**src/hw/rtl/uart8n1_pkg.sv**
```systemverilog
`default_nettype none
// ----------------------------------------------------------------------------
// uart8n1_pkg
// Shared types and constants for the 8N1 transceiver with receive ring buffer.
// ----------------------------------------------------------------------------
package uart8n1_pkg;

   // opcodes carried with each tick
   localparam logic [1:0] OP_TICK  = 2'd0;
   localparam logic [1:0] OP_WRITE = 2'd1;
   localparam logic [1:0] OP_POP   = 2'd2;
   localparam logic [1:0] OP_PEEK  = 2'd3;

   // configuration register indexes
   localparam logic CSR_BIT_PERIOD = 1'b0;
   localparam logic CSR_RX_ENABLE  = 1'b1;

   localparam logic [15:0] BIT_PERIOD_RESET = 16'd1667;

   // input beat
   typedef struct packed {
      logic [1:0] opcode;
      logic [7:0] tx_byte;
      logic       rx_level;
   } req_type;

   // result beat
   typedef struct packed {
      logic       tx_line;
      logic [7:0] read_data;
      logic       read_valid;
      logic [5:0] rx_count;
      logic       overflow;
      logic       write_accepted;
   } rsp_type;

   // receiver to buffer: byte completed this tick
   typedef struct packed {
      logic       push;
      logic [7:0] data;
   } rx_push_type;

   // transmitter status for this tick
   typedef struct packed {
      logic line;
      logic accepted;
   } tx_status_type;

   // a wait that would be zero ticks lasts one tick
   function automatic logic [16:0] at_least_one(input logic [16:0] v);
      at_least_one = (v == 17'd0) ? 17'd1 : v;
   endfunction

endpackage
`default_nettype wire

```
**src/hw/rtl/uart8n1_ram.sv**
```systemverilog
`default_nettype none
// ----------------------------------------------------------------------------
// uart8n1_ram
// Generic single-write, single-read synchronous RAM with registered read.
// ----------------------------------------------------------------------------
module uart8n1_ram #(
   parameter int WIDTH = 8,
   parameter int DEPTH = 64
) (
   input  wire                       clock,
   input  wire                       we,
   input  wire [$clog2(DEPTH)-1:0]   waddr,
   input  wire [WIDTH-1:0]           wdata,
   input  wire                       re,
   input  wire [$clog2(DEPTH)-1:0]   raddr,
   output logic [WIDTH-1:0]          rdata
);

   logic [WIDTH-1:0] mem_ff [DEPTH];

   // write port
   always_ff @(posedge clock) begin
      if (we) begin
         mem_ff[waddr] <= wdata;
      end
   end

   // read port, data held while not enabled
   always_ff @(posedge clock) begin
      if (re) begin
         rdata <= mem_ff[raddr];
      end
   end

endmodule
`default_nettype wire

```
**src/hw/rtl/uart8n1_rx.sv**
```systemverilog
`default_nettype none
// ----------------------------------------------------------------------------
// uart8n1_rx
// Receiver: start edge detect, mid-bit sampling of eight data bits, re-arm.
// ----------------------------------------------------------------------------
module uart8n1_rx
   import uart8n1_pkg::*;
(
   input  wire          clock,
   input  wire          reset,
   input  wire          enable,
   input  wire          rx_level,
   input  wire [15:0]   bit_period,
   input  wire          rx_enable,
   output rx_push_type  push_out
);

   localparam logic [1:0] RX_IDLE  = 2'd0;
   localparam logic [1:0] RX_START = 2'd1;
   localparam logic [1:0] RX_DATA  = 2'd2;
   localparam logic [1:0] RX_STOP  = 2'd3;

   logic        prev_ff, prev_in;
   logic [1:0]  phase_ff, phase_in;
   logic [16:0] cnt_ff, cnt_in;
   logic [3:0]  idx_ff, idx_in;
   logic [7:0]  shift_ff, shift_in;
   logic        push_c;

   logic [16:0] start_wait;
   logic [17:0] three_bp;
   logic [16:0] stop_wait;
   logic [16:0] bit_wait;
   logic [16:0] cnt_dec;

   // wait lengths from the bit period
   assign start_wait = {1'b0, bit_period} + {2'b0, bit_period[15:1]};
   assign three_bp   = {2'b0, bit_period} + {1'b0, bit_period, 1'b0};
   assign stop_wait  = {1'b0, three_bp[17:2]};
   assign bit_wait   = {1'b0, bit_period};
   assign cnt_dec    = cnt_ff - 17'd1;

   // next state of the receive sequencer
   always_comb begin
      prev_in  = rx_level;
      phase_in = phase_ff;
      cnt_in   = cnt_ff;
      idx_in   = idx_ff;
      shift_in = shift_ff;
      push_c   = 1'b0;
      case (phase_ff)
         RX_IDLE: begin
            if (rx_enable && prev_ff && !rx_level) begin
               phase_in = RX_START;
               cnt_in   = at_least_one(start_wait);
               idx_in   = 4'd0;
               shift_in = 8'd0;
            end
         end
         RX_START, RX_DATA: begin
            cnt_in = cnt_dec;
            if (cnt_dec == 17'd0) begin
               shift_in = {rx_level, shift_ff[7:1]};
               idx_in   = idx_ff + 4'd1;
               if (idx_in >= 4'd8) begin
                  push_c   = 1'b1;
                  phase_in = RX_STOP;
                  cnt_in   = at_least_one(stop_wait);
               end else begin
                  phase_in = RX_DATA;
                  cnt_in   = at_least_one(bit_wait);
               end
            end
         end
         default: begin
            cnt_in = cnt_dec;
            if (cnt_dec == 17'd0) begin
               phase_in = RX_IDLE;
            end
         end
      endcase
   end

   // state registers advance once per accepted tick
   always_ff @(posedge clock) begin
      if (reset) begin
         prev_ff  <= 1'b1;
         phase_ff <= RX_IDLE;
         cnt_ff   <= 17'd0;
         idx_ff   <= 4'd0;
         shift_ff <= 8'd0;
      end else if (enable) begin
         prev_ff  <= prev_in;
         phase_ff <= phase_in;
         cnt_ff   <= cnt_in;
         idx_ff   <= idx_in;
         shift_ff <= shift_in;
      end
   end

   assign push_out.push = enable && push_c;
   assign push_out.data = shift_in;

endmodule
`default_nettype wire

```
**src/hw/rtl/uart8n1_tx.sv**
```systemverilog
`default_nettype none
// ----------------------------------------------------------------------------
// uart8n1_tx
// Transmitter: start, eight data bits LSB first and stop, one bit period each.
// ----------------------------------------------------------------------------
module uart8n1_tx
   import uart8n1_pkg::*;
(
   input  wire            clock,
   input  wire            reset,
   input  wire            enable,
   input  wire            write_req,
   input  wire [7:0]      tx_byte,
   input  wire [15:0]     bit_period,
   output tx_status_type  status
);

   logic [9:0]  shift_ff, shift_in;
   logic [15:0] cnt_ff, cnt_in;
   logic [3:0]  left_ff, left_in;
   logic        accepted_c;
   logic [16:0] reload_wide;
   logic [15:0] reload;

   assign reload_wide = at_least_one({1'b0, bit_period});
   assign reload      = reload_wide[15:0];

   // advance the running frame, then take a new write if idle
   always_comb begin
      shift_in   = shift_ff;
      cnt_in     = cnt_ff;
      left_in    = left_ff;
      accepted_c = 1'b0;
      if (left_ff != 4'd0) begin
         cnt_in = cnt_ff - 16'd1;
         if (cnt_in == 16'd0) begin
            shift_in = {1'b0, shift_ff[9:1]};
            left_in  = left_ff - 4'd1;
            cnt_in   = reload;
         end
      end
      if (write_req && left_in == 4'd0) begin
         shift_in   = {1'b1, tx_byte, 1'b0};
         left_in    = 4'd10;
         cnt_in     = reload;
         accepted_c = 1'b1;
      end
   end

   always_ff @(posedge clock) begin
      if (reset) begin
         shift_ff <= 10'd0;
         cnt_ff   <= 16'd0;
         left_ff  <= 4'd0;
      end else if (enable) begin
         shift_ff <= shift_in;
         cnt_ff   <= cnt_in;
         left_ff  <= left_in;
      end
   end

   assign status.line     = (left_in != 4'd0) ? shift_in[0] : 1'b1;
   assign status.accepted = accepted_c;

endmodule
`default_nettype wire

```
**src/hw/rtl/uart_8n1_transceiver_rx_fifo_core.sv**
```systemverilog
`default_nettype none
// ----------------------------------------------------------------------------
// uart_8n1_transceiver_rx_fifo_core
// 8N1 UART transceiver, one tick per beat, receive bytes kept in a ring buffer.
// ----------------------------------------------------------------------------
// a result beat is valid in the cycle after its request beat is taken
// throughput: one beat per cycle unless responses stall; RAM reads and writes
// share a cycle, on distinct entries for valid reads; pop/peek/push never stall
// reset: synchronous, clears pointers, flags, receiver and transmitter state;
// buffer RAM contents are not cleared and are reported only after being written
module uart_8n1_transceiver_rx_fifo_core
   import uart8n1_pkg::*;
#(
   parameter int RX_DEPTH = 64
) (
   input  wire         clock,
   input  wire         reset,
   input  wire         req_valid,
   output logic        req_ready,
   input  req_type     req_data,
   output logic        rsp_valid,
   input  wire         rsp_ready,
   output rsp_type     rsp_data,
   input  wire         csr_write_en,
   input  wire         csr_index,
   input  wire [15:0]  csr_wdata
);

   localparam int PW = $clog2(RX_DEPTH);

   logic [15:0]   bit_period_ff;
   logic          rx_enable_ff;
   logic [PW-1:0] rp_ff, rp_in;
   logic [PW-1:0] wp_ff, wp_in;
   logic          overflow_ff, overflow_in;

   logic          accept;
   logic          rd_req, rd_hit, wr_en;
   logic [PW-1:0] rp_next, wp_next;
   logic [15:0]   count_wide;
   logic [7:0]    ram_q;

   rx_push_type   rx_push;
   tx_status_type tx_stat;

   logic          rsp_valid_ff;
   logic          tx_line_ff, read_valid_ff, accepted_ff, ovf_out_ff;
   logic [5:0]    count_ff;

   assign req_ready = !rsp_valid_ff || rsp_ready;
   assign accept    = req_valid && req_ready;

   // configuration registers
   always_ff @(posedge clock) begin
      if (reset) begin
         bit_period_ff <= BIT_PERIOD_RESET;
         rx_enable_ff  <= 1'b0;
      end else if (csr_write_en) begin
         case (csr_index)
            CSR_BIT_PERIOD: bit_period_ff <= csr_wdata;
            CSR_RX_ENABLE:  rx_enable_ff  <= csr_wdata[0];
            default:        bit_period_ff <= bit_period_ff;
         endcase
      end
   end

   uart8n1_tx u_tx (
      .clock      (clock),
      .reset      (reset),
      .enable     (accept),
      .write_req  (req_data.opcode == OP_WRITE),
      .tx_byte    (req_data.tx_byte),
      .bit_period (bit_period_ff),
      .status     (tx_stat)
   );

   uart8n1_rx u_rx (
      .clock      (clock),
      .reset      (reset),
      .enable     (accept),
      .rx_level   (req_data.rx_level),
      .bit_period (bit_period_ff),
      .rx_enable  (rx_enable_ff),
      .push_out   (rx_push)
   );

   // ring pointers: reads see the buffer before this tick, push comes after
   assign rd_req  = req_data.opcode inside {OP_POP, OP_PEEK};
   assign rd_hit  = rd_req && (rp_ff != wp_ff);
   assign rp_next = (rp_ff == PW'(RX_DEPTH - 1)) ? '0 : rp_ff + 1'b1;
   assign wp_next = (wp_ff == PW'(RX_DEPTH - 1)) ? '0 : wp_ff + 1'b1;

   always_comb begin
      rp_in       = (rd_hit && req_data.opcode == OP_POP) ? rp_next : rp_ff;
      wp_in       = wp_ff;
      overflow_in = overflow_ff;
      wr_en       = 1'b0;
      if (rx_push.push) begin
         if (wp_next != rp_in) begin
            wr_en = 1'b1;
            wp_in = wp_next;
         end else begin
            overflow_in = 1'b1;
         end
      end
   end

   // occupancy after this tick
   always_comb begin
      if (wp_in >= rp_in) begin
         count_wide = 16'(wp_in) - 16'(rp_in);
      end else begin
         count_wide = 16'(wp_in) + 16'(RX_DEPTH) - 16'(rp_in);
      end
   end

   always_ff @(posedge clock) begin
      if (reset) begin
         rp_ff       <= '0;
         wp_ff       <= '0;
         overflow_ff <= 1'b0;
      end else if (accept) begin
         rp_ff       <= rp_in;
         wp_ff       <= wp_in;
         overflow_ff <= overflow_in;
      end
   end

   // buffer storage; the read register doubles as the result byte
   uart8n1_ram #(
      .WIDTH (8),
      .DEPTH (RX_DEPTH)
   ) u_buf (
      .clock (clock),
      .we    (wr_en),
      .waddr (wp_ff),
      .wdata (rx_push.data),
      .re    (accept),
      .raddr (rp_ff),
      .rdata (ram_q)
   );

   // result register
   always_ff @(posedge clock) begin
      if (reset) begin
         rsp_valid_ff <= 1'b0;
      end else if (accept) begin
         rsp_valid_ff <= 1'b1;
      end else if (rsp_ready) begin
         rsp_valid_ff <= 1'b0;
      end
   end

   always_ff @(posedge clock) begin
      if (accept) begin
         tx_line_ff    <= tx_stat.line;
         read_valid_ff <= rd_hit;
         count_ff      <= count_wide[5:0];
         ovf_out_ff    <= overflow_in;
         accepted_ff   <= tx_stat.accepted;
      end
   end

   assign rsp_valid               = rsp_valid_ff;
   assign rsp_data.tx_line        = tx_line_ff;
   assign rsp_data.read_data      = read_valid_ff ? ram_q : 8'd0;
   assign rsp_data.read_valid     = read_valid_ff;
   assign rsp_data.rx_count       = count_ff;
   assign rsp_data.overflow       = ovf_out_ff;
   assign rsp_data.write_accepted = accepted_ff;

   // overflow stays set once raised
   a_overflow_sticky: assert property (@(posedge clock) disable iff (reset)
      overflow_ff |=> overflow_ff)
      else $error("overflow flag cleared without reset");

   // a pop or peek on a non-empty buffer reports a byte in its result
   a_read_reported: assert property (@(posedge clock) disable iff (reset)
      (accept && rd_hit) |=> (rsp_valid && rsp_data.read_valid))
      else $error("buffered byte not reported");

   // an accepted write shows the start bit on the same result
   a_start_bit: assert property (@(posedge clock) disable iff (reset)
      (rsp_valid_ff && accepted_ff) |-> !tx_line_ff)
      else $error("accepted write without start bit");

   // a push never lands on the entry of a reported pop or peek
   a_no_rw_clash: assert property (@(posedge clock) disable iff (reset)
      (wr_en && accept && rd_hit) |-> (wp_ff != rp_ff))
      else $error("buffer write and read hit the same entry");

   // pointers stay inside the ring
   a_ptr_range: assert property (@(posedge clock) disable iff (reset)
      (32'(rp_ff) < RX_DEPTH) && (32'(wp_ff) < RX_DEPTH))
      else $error("ring pointer out of range");

endmodule
`default_nettype wire

```
**config.mk**
```make
export PLATFORM = sky130hd
export DESIGN_NAME = uart_8n1_transceiver_rx_fifo_core
export DESIGN_NICKNAME = d
export VERILOG_FILES = /design/src/hw/rtl/uart8n1_pkg.sv /design/src/hw/rtl/uart8n1_ram.sv /design/src/hw/rtl/uart8n1_rx.sv /design/src/hw/rtl/uart8n1_tx.sv /design/src/hw/rtl/uart_8n1_transceiver_rx_fifo_core.sv
export SDC_FILE = /design/constraint.sdc
export NUM_CORES = 1
export LEC_CHECK = 0
export ABC_CLOCK_PERIOD_IN_PS = 12000
export BUFFER_PORTS_ARGS = -buffer_cell sky130_fd_sc_hd__buf_2
export CORE_UTILIZATION = 55
export CTS_BUF_LIST = sky130_fd_sc_hd__clkbuf_4
export DETAILED_ROUTE_END_ITERATION = 12
export GPL_TIMING_DRIVEN = 1
export PLACE_DENSITY = 0.82
export SLEW_MARGIN = 20
export SYNTH_ARGS = -nofsm -noshare
export SYNTH_HDL_FRONTEND = slang
export SYNTH_SLANG_ARGS = --single-unit
```
**constraint.sdc**
```tcl
create_clock -name clock -period 12 [get_ports clock]
set_input_delay 1.2 -clock clock [delete_from_list [all_inputs] [get_ports clock]]
set_output_delay 1.2 -clock clock [all_outputs]
set_load 0.02 [all_outputs]
```
Yosys cells after proc, flatten, opt, wreduce, memory -nomap -nowiden. Memory sizes are Yosys's and may differ from the RTL's. A register that Yosys moved wholly into a read port is not among the register bits. Cells that the tools add are included.

Memories kept: 1. ROM bits: 0. Memory bits (writable): 512. Bits in latches: 0. Register bits: 103. Output and inout port bits: 20.

Memory list: u_buf.mem_ff (depth 64, bits a word 8, read ports 1, clocked after memory_dff 1, wr ports 1, RTL line uart8n1_ram.sv:19) `logic [WIDTH-1:0] mem_ff [DEPTH];`.

Mux-type cells: 47. Bitwise logic cells: 1. Multipliers: 0. Add/subtract/negate cells: 11. Shifts and indexed selects: 0. Equal/unequal tests: 11. Order comparisons: 2. Reductions and logical operators: 34. Divide/modulo/power cells: 0.

Operators with widths (number): $mux 16 (6); $logic_not 17->1 (4); $mux 17 (4); $mux 6 (6); $pmux 17 s2 (1); $logic_not 16->1 (2); $mux 10 (3); $mux 8 (3); $mux 4 (5); $add 16x17->18 (1); $add 6x1->6 const B (3); $add 16x15->17 (1); $sub 17x1->17 const B (1); $pmux 8 s2 (1); $sub 16x1->16 const B (1); $mux 1 (13); $eq 6x6->1 const B (2); $ne 6x6->1 (2); $reduce_bool 2->1 (6); $sub 6x6->6 (2); $pmux 4 s2 (1); $reduce_and 2->1 (4); $reduce_and 4->1 (2); $reduce_bool 4->1 (2); 17 further kinds (30).

Longest topological paths before layout.
Depth in word-level cells: 11. Depth in mapped cells: 21. Depth with buffers taken out: 17.

Cells and area by module. From an unflattened synthesis, not the netlist that was laid out.

Cells, all modules: 1985. Area total of the unflattened synthesis: 28464.8 µm².

Modules (own cells, without submodules): uart8n1_ram (area each 20246.9 µm², cells an instance 940, times used 1, seq. area each 15615.0 µm²); uart8n1_rx (area each 3679.8 µm², cells an instance 505, times used 1, seq. area each 640.6 µm²); uart_8n1_transceiver_rx_fifo_core (area each 2471.1 µm², cells an instance 289, times used 1, seq. area each 920.9 µm²); uart8n1_tx (area each 2067.0 µm², cells an instance 251, times used 1, seq. area each 600.6 µm²).

Worst setup path before layout. OpenSTA, ideal clock, no wires.

Path type: in2reg. From: input port req_data[9] in the netlist's numbering. To: register count_ff[5] (data pin). Data required time: 11.740 ns. Stages on the path: 17. Buffers on the path: 2. Path slack: 7.076 ns. Data arrival time: 4.664 ns. Path through: nand2b_1 -> and2_1 -> a31o_2 -> or3_1 -> a221o_1 -> o311ai_1 -> buf_2 -> buf_2 -> mux2i_1 -> inv_1 -> ha_1 -> a21o_1 -> a21oi_1 -> o21bai_1 -> a21oi_1 -> xnor2_1 -> xnor2_1.

Cells in the longest elaborated chain, start to end: 11. Elaborated cells between the ends (all ways): 14.

Ends and longest elaborated chain: start: declaration (RTL line uart_8n1_transceiver_rx_fifo_core.sv:20) `input req_type req_data,`; $eq 2x2->1, on equally long branches (RTL line uart_8n1_transceiver_rx_fifo_core.sv:88, uart_8n1_transceiver_rx_fifo_core.sv:94); $reduce_bool 2->1 (RTL line uart_8n1_transceiver_rx_fifo_core.sv:88) `assign rd_req = req_data.opcode inside {OP_POP, OP_PEEK};`; $logic_and 1x1->1 (RTL line uart_8n1_transceiver_rx_fifo_core.sv:89) `assign rd_hit = rd_req && (rp_ff != wp_ff);`; $logic_and 1x1->1 * (RTL line uart_8n1_transceiver_rx_fifo_core.sv:94) `rp_in = (rd_hit && req_data.opcode == OP_POP) ? rp_next : rp_ff;`; $mux 6 * (RTL line uart_8n1_transceiver_rx_fifo_core.sv:94); $ne 6x6->1 * (RTL line uart_8n1_transceiver_rx_fifo_core.sv:99) `if (wp_next != rp_in) begin`; $mux 6 * (RTL line uart_8n1_transceiver_rx_fifo_core.sv:99); $mux 6 * (RTL line uart_8n1_transceiver_rx_fifo_core.sv:98) `if (rx_push.push) begin`; via wp_in[1] (RTL line uart_8n1_transceiver_rx_fifo_core.sv:34) `logic [PW-1:0] wp_ff, wp_in;`; $add 6x1->6 (RTL line uart_8n1_transceiver_rx_fifo_core.sv:113) `count_wide = 16'(wp_in) + 16'(RX_DEPTH) - 16'(rp_in);`; $sub 6x6->6 (RTL line uart_8n1_transceiver_rx_fifo_core.sv:113); $mux 6 * (RTL line uart_8n1_transceiver_rx_fifo_core.sv:110) `if (wp_in >= rp_in) begin`; via count_wide[5] (RTL line uart_8n1_transceiver_rx_fifo_core.sv:40) `logic [15:0] count_wide;`; end signal: assignment (RTL line uart_8n1_transceiver_rx_fifo_core.sv:158) `count_ff <= count_wide[5:0];`; end: declaration (RTL line uart_8n1_transceiver_rx_fifo_core.sv:48) `logic [5:0] count_ff;`.

The timed path passes the listed nets; every way through them passes the cells marked *. A chain may end at the register's enable or synchronous reset.

Worst setup path in the final report.
From: register rp_ff[1]. To: register count_ff[5] (data pin).

Cells in the longest elaborated chain, start to end: 10. Elaborated cells between the ends (all ways): 15.

Ends and longest elaborated chain: start: declaration (RTL line uart_8n1_transceiver_rx_fifo_core.sv:33) `logic [PW-1:0] rp_ff, rp_in;`; start signal: assignment (RTL line uart_8n1_transceiver_rx_fifo_core.sv:123) `rp_ff <= rp_in;`; branches (longest 3 deep; another with $add 6x1->6); $mux 6 * (RTL line uart_8n1_transceiver_rx_fifo_core.sv:94); $ne 6x6->1 * (RTL line uart_8n1_transceiver_rx_fifo_core.sv:99); $mux 6 * (RTL line uart_8n1_transceiver_rx_fifo_core.sv:99); $mux 6 * (RTL line uart_8n1_transceiver_rx_fifo_core.sv:98); via wp_in[1] (RTL line uart_8n1_transceiver_rx_fifo_core.sv:34); $add 6x1->6 (RTL line uart_8n1_transceiver_rx_fifo_core.sv:113); $sub 6x6->6 (RTL line uart_8n1_transceiver_rx_fifo_core.sv:113); $mux 6 * (RTL line uart_8n1_transceiver_rx_fifo_core.sv:110); via count_wide[5] (RTL line uart_8n1_transceiver_rx_fifo_core.sv:40).

Mark *: on every way through the listed nets, which the timed path passes.

==> flow_summary.ini <==
[detailed_routing]
drt_first_pass_iters = 5
vias_per_cell = 6.25
dr_total_vias = 19000
post_drt_wl_per_cell_um = 22.3
postRouteAntennaNets = 0
drt_wl_total_mm = 67.8
first_iter_violations = 2126
drcViolationCount = 0

[yosys]
synthTopCellsByArea = edfxtp_1 56%, dfxtp_1 6.6%, mux4_2 5.7%
synth.yosys.warnings = 0
syn_area_um2 = 28300
yosysMostFrequentCell = edfxtp_1
synth_common_cells = 530 x edfxtp_1, 190 x nor2_1, 140 x mux2i_1
yosysSeqAreaShare = 0.629
ys_ff_latch = 623
synth_ff_type = edfxtp_1
synth_top_area_frac = 0.563
synthArstFlopShare = 0
yosys.area.top_type = edfxtp_1
synth-edff-count = 530
yosysUniqueCellTypes = 84
synth_cells = 2152
syn_avg_cell_area_um2 = 13.1
synthesis.nets = 2228

[setup_path]
cp_slowest_stage_delay_ns = 0.97
worstPathRequired_ns = 12.71
worstReg2RegEnd = count_ff[5]$_DFFE_PP_
rr_worst_depth = 17
cp-start-kind = register
regToRegSetupSlack_ns = 5.94
critPathTopFamily = compound AO/OA/AOI/OAI gates
cp_max_fo = 38
critPathArrivalTime_ns = 6.77
r2r-start = rp_ff[1]$_SDFFE_PP0P_
cpMaxStageDelayCell = dfxtp_2
critPathKind = reg -> reg
cp_cell_sequence = buf_4 -> ha_1 -> and3_1 -> a311o_1 -> a21oi_1 -> or3_1 -> a221o_1 -> o311ai_4 -> mux2i_1 -> inv_1 -> ha_1 -> a21o_1 -> a21oi_1 -> o21bai_1 -> a21oi_1 -> xnor2_1 -> xnor2_1
cp_num_buf_inv = 2
cpMostUsedCell = a21oi_1
cp-end-kind = register

[floorplanning]
die_w_um = 229
start_util = 0.560
die_h_um = 229
pin_count = 53
coreArea_um2 = 50500
dieArea_um2 = 52300
rows = 82

[clock_network]
cts_sinks = 623
cts_buffer_depth = 3
path_clk_slew_ns = 0.06
cts_resized = 0
clock_latency_ns = 0.97
cts_tree = built
post_cts_buffers = 0
cts_inserted_buffers = 155
cts_max_level = 4
cts_root_buf = clkbuf_4
cts-hold-fix-buffers = 0

[run]
drv_cap = 0

[timing]
tightest_slew_ns = 1.10
finalSetupTns_ns = 0
fin_crit_sh = 0.505
relSlewSlack = 0.263
timing.fmax_ghz = 0.165
setup_viol = 0
hold_viol_final = 0
period_minus_slack_ns = 6.06
drv_slew = 0
hold-worst-slack_ns = 0.461
skew_ns = 0.0593
rsz0062_at_grt = false

[min_path]
min-delay-start = rx_enable_ff$_SDFFE_PP0P_
holdPathEnd = rx_enable_ff$_SDFFE_PP0P_
hold_depth = 2
hold_path.class = reg -> reg

[pwr]
swShare = 0.240
combPwrFrac = 0.078
pwr-share-seq = 0.523
power.density_nw_per_um2 = 145
peakVddDrop_uv = 73.2
internal_power_mw = 3.44
leakagePower_nw = 10.3
clkPwrFrac = 0.399
switching_power_mw = 1.09

[final_layout]
area_growth_pct = 10.3
drive_above_1_share = 0.190
final_util = 0.618
fin_nets = 2326

[global_route]
grt_pass1_wl_mm = 106
grt_use_total = 0.264
antenna_found_initial = 2
grt_overflow = 0
grt_max_degree = 72
grt_pass1_vias = 18900

[placed_design]
dpl.hpwl_mm = 42.1
numPortBuffers = 52
place_congestion = 0.900

[outcome]
outcome = completed
metrics by stage:
stage	setup WS [ns]	cell area (um2)	total power [mW]	cells
after floorplan	7.08	28300	2.67	2152
after detailed placement	5.61	29100	2.76	2764
after global placement	5.81	29100	2.75	2764
final	5.94	31200	4.53	3039
after global routing	5.50	31200	4.71	3039
after CTS	5.60	31200	4.56	3037
power groups by stage:
stage	Clock, mW	Sequential [mW]	Combinational [mW]
final	1.81	2.37	0.354
after CTS	1.84	2.37	0.350
after global routing	1.95	2.37	0.388
after floorplan	0	2.40	0.274
after detailed placement	0	2.41	0.348
after global placement	0	2.41	0.340
logic make-up (layout without fill, tap and decap cells):
kind of cell	Yosys count	after routing	share of synthesized area
DFF	623	623	0.629
adders and majority gates	43	43	0.0196
buffers and inverters	201	415	0.0281
and+or+nand+nor	588	588	0.102
muxes	213	213	0.107
xor gates and xnor gates	40	40	0.0124
AOI/OAI and AO/OA	444	444	0.102
other	0	1	0
worst register-to-register path, stage by stage (launching register included):
cell and delay (ns):
dfxtp_2 0.97, buf_4 0.63, ha_1 0.38, and3_1 0.29
a311o_1 0.19, a21oi_1 0.06, or3_1 0.39, a221o_1 0.39
o311ai_4 0.71, mux2i_1 0.43, inv_1 0.13, ha_1 0.32
a21o_1 0.18, a21oi_1 0.24, o21bai_1 0.10, a21oi_1 0.17
xnor2_1 0.15, xnor2_1 0.09
sequential cells by signal, indices dropped and copies added (netlist names), 2 cells and up:
register and flops:
count_ff 6, u_tx.left_ff 4, bit_period_ff 16, u_buf.rdata 8
u_buf.mem_ff 512, rp_ff 6, u_rx.idx_ff 4, wp_ff 6
u_rx.cnt_ff 17, u_tx.shift_ff 10, u_rx.shift_ff 8, u_rx.phase_ff 2
u_tx.cnt_ff 16
final cells by class:
| class | instances | area [um2] |
|---|---|---|
| antenna | 1 | 2.50 |
| multi-input combinational | 1328 | 9780 |
| sequential | 623 | 17800 |
| clock inverter | 47 | 332 |
| timing repair buffer | 89 | 546 |
| fill | 3759 | 19300 |
| tap | 672 | 841 |
| clock buffer | 226 | 1700 |
| inverter | 53 | 199 |
cells in the final DEF, fill, tap and decap left out, drive strengths merged, types with 12 or more instances in the layout:
cell type  synthesis  layout
edfxtp           530     530
clkbuf           107     226
nor2             198     198
mux2i            140     140
nand2            134     134
a21oi            122     122
o21ai            100     100
dfxtp             93      93
buf               41      89
mux4              72      72
inv               52      53
nor3              51      51
ha                41      41
clkinv             1      40
o22ai             36      36
o221ai            35      35
nand3             33      33
and3              28      28
a211oi            21      21
nor4              21      21
xor2              20      20
xnor2             20      20
o31ai             18      18
and2              18      18
or3               17      17
or4               12      12
nand2b            12      12
how the worst max path moves through the flow:
stage	slack, ns	endpoint	depth (start not counted)	start
2_1_floorplan	7.08	count_ff[5]$_DFFE_PP_	17	req_data[9]
3_5_place_dp	5.61	count_ff[5]$_DFFE_PP_	17	rp_ff[1]$_SDFFE_PP0P_
3_3_place_gp	5.81	count_ff[5]$_DFFE_PP_	17	rp_ff[1]$_SDFFE_PP0P_
4_1_cts	5.60	count_ff[5]$_DFFE_PP_	17	rp_ff[1]$_SDFFE_PP0P_
6_report	5.94	count_ff[5]$_DFFE_PP_	17	rp_ff[1]$_SDFFE_PP0P_
5_1_grt	5.50	count_ff[5]$_DFFE_PP_	16	rp_ff[1]$_SDFFE_PP0P_
metal layers:
layer	global-route usage	wire length, um	up-vias
met3	0.0672	5910	157
li1	-	-	8607
met1	0.350	27500	9295
met4	0.107	2130	2
met5	0	11	-
met2	0.417	32200	945
Note: power is estimated with default switching activity, not from simulation.
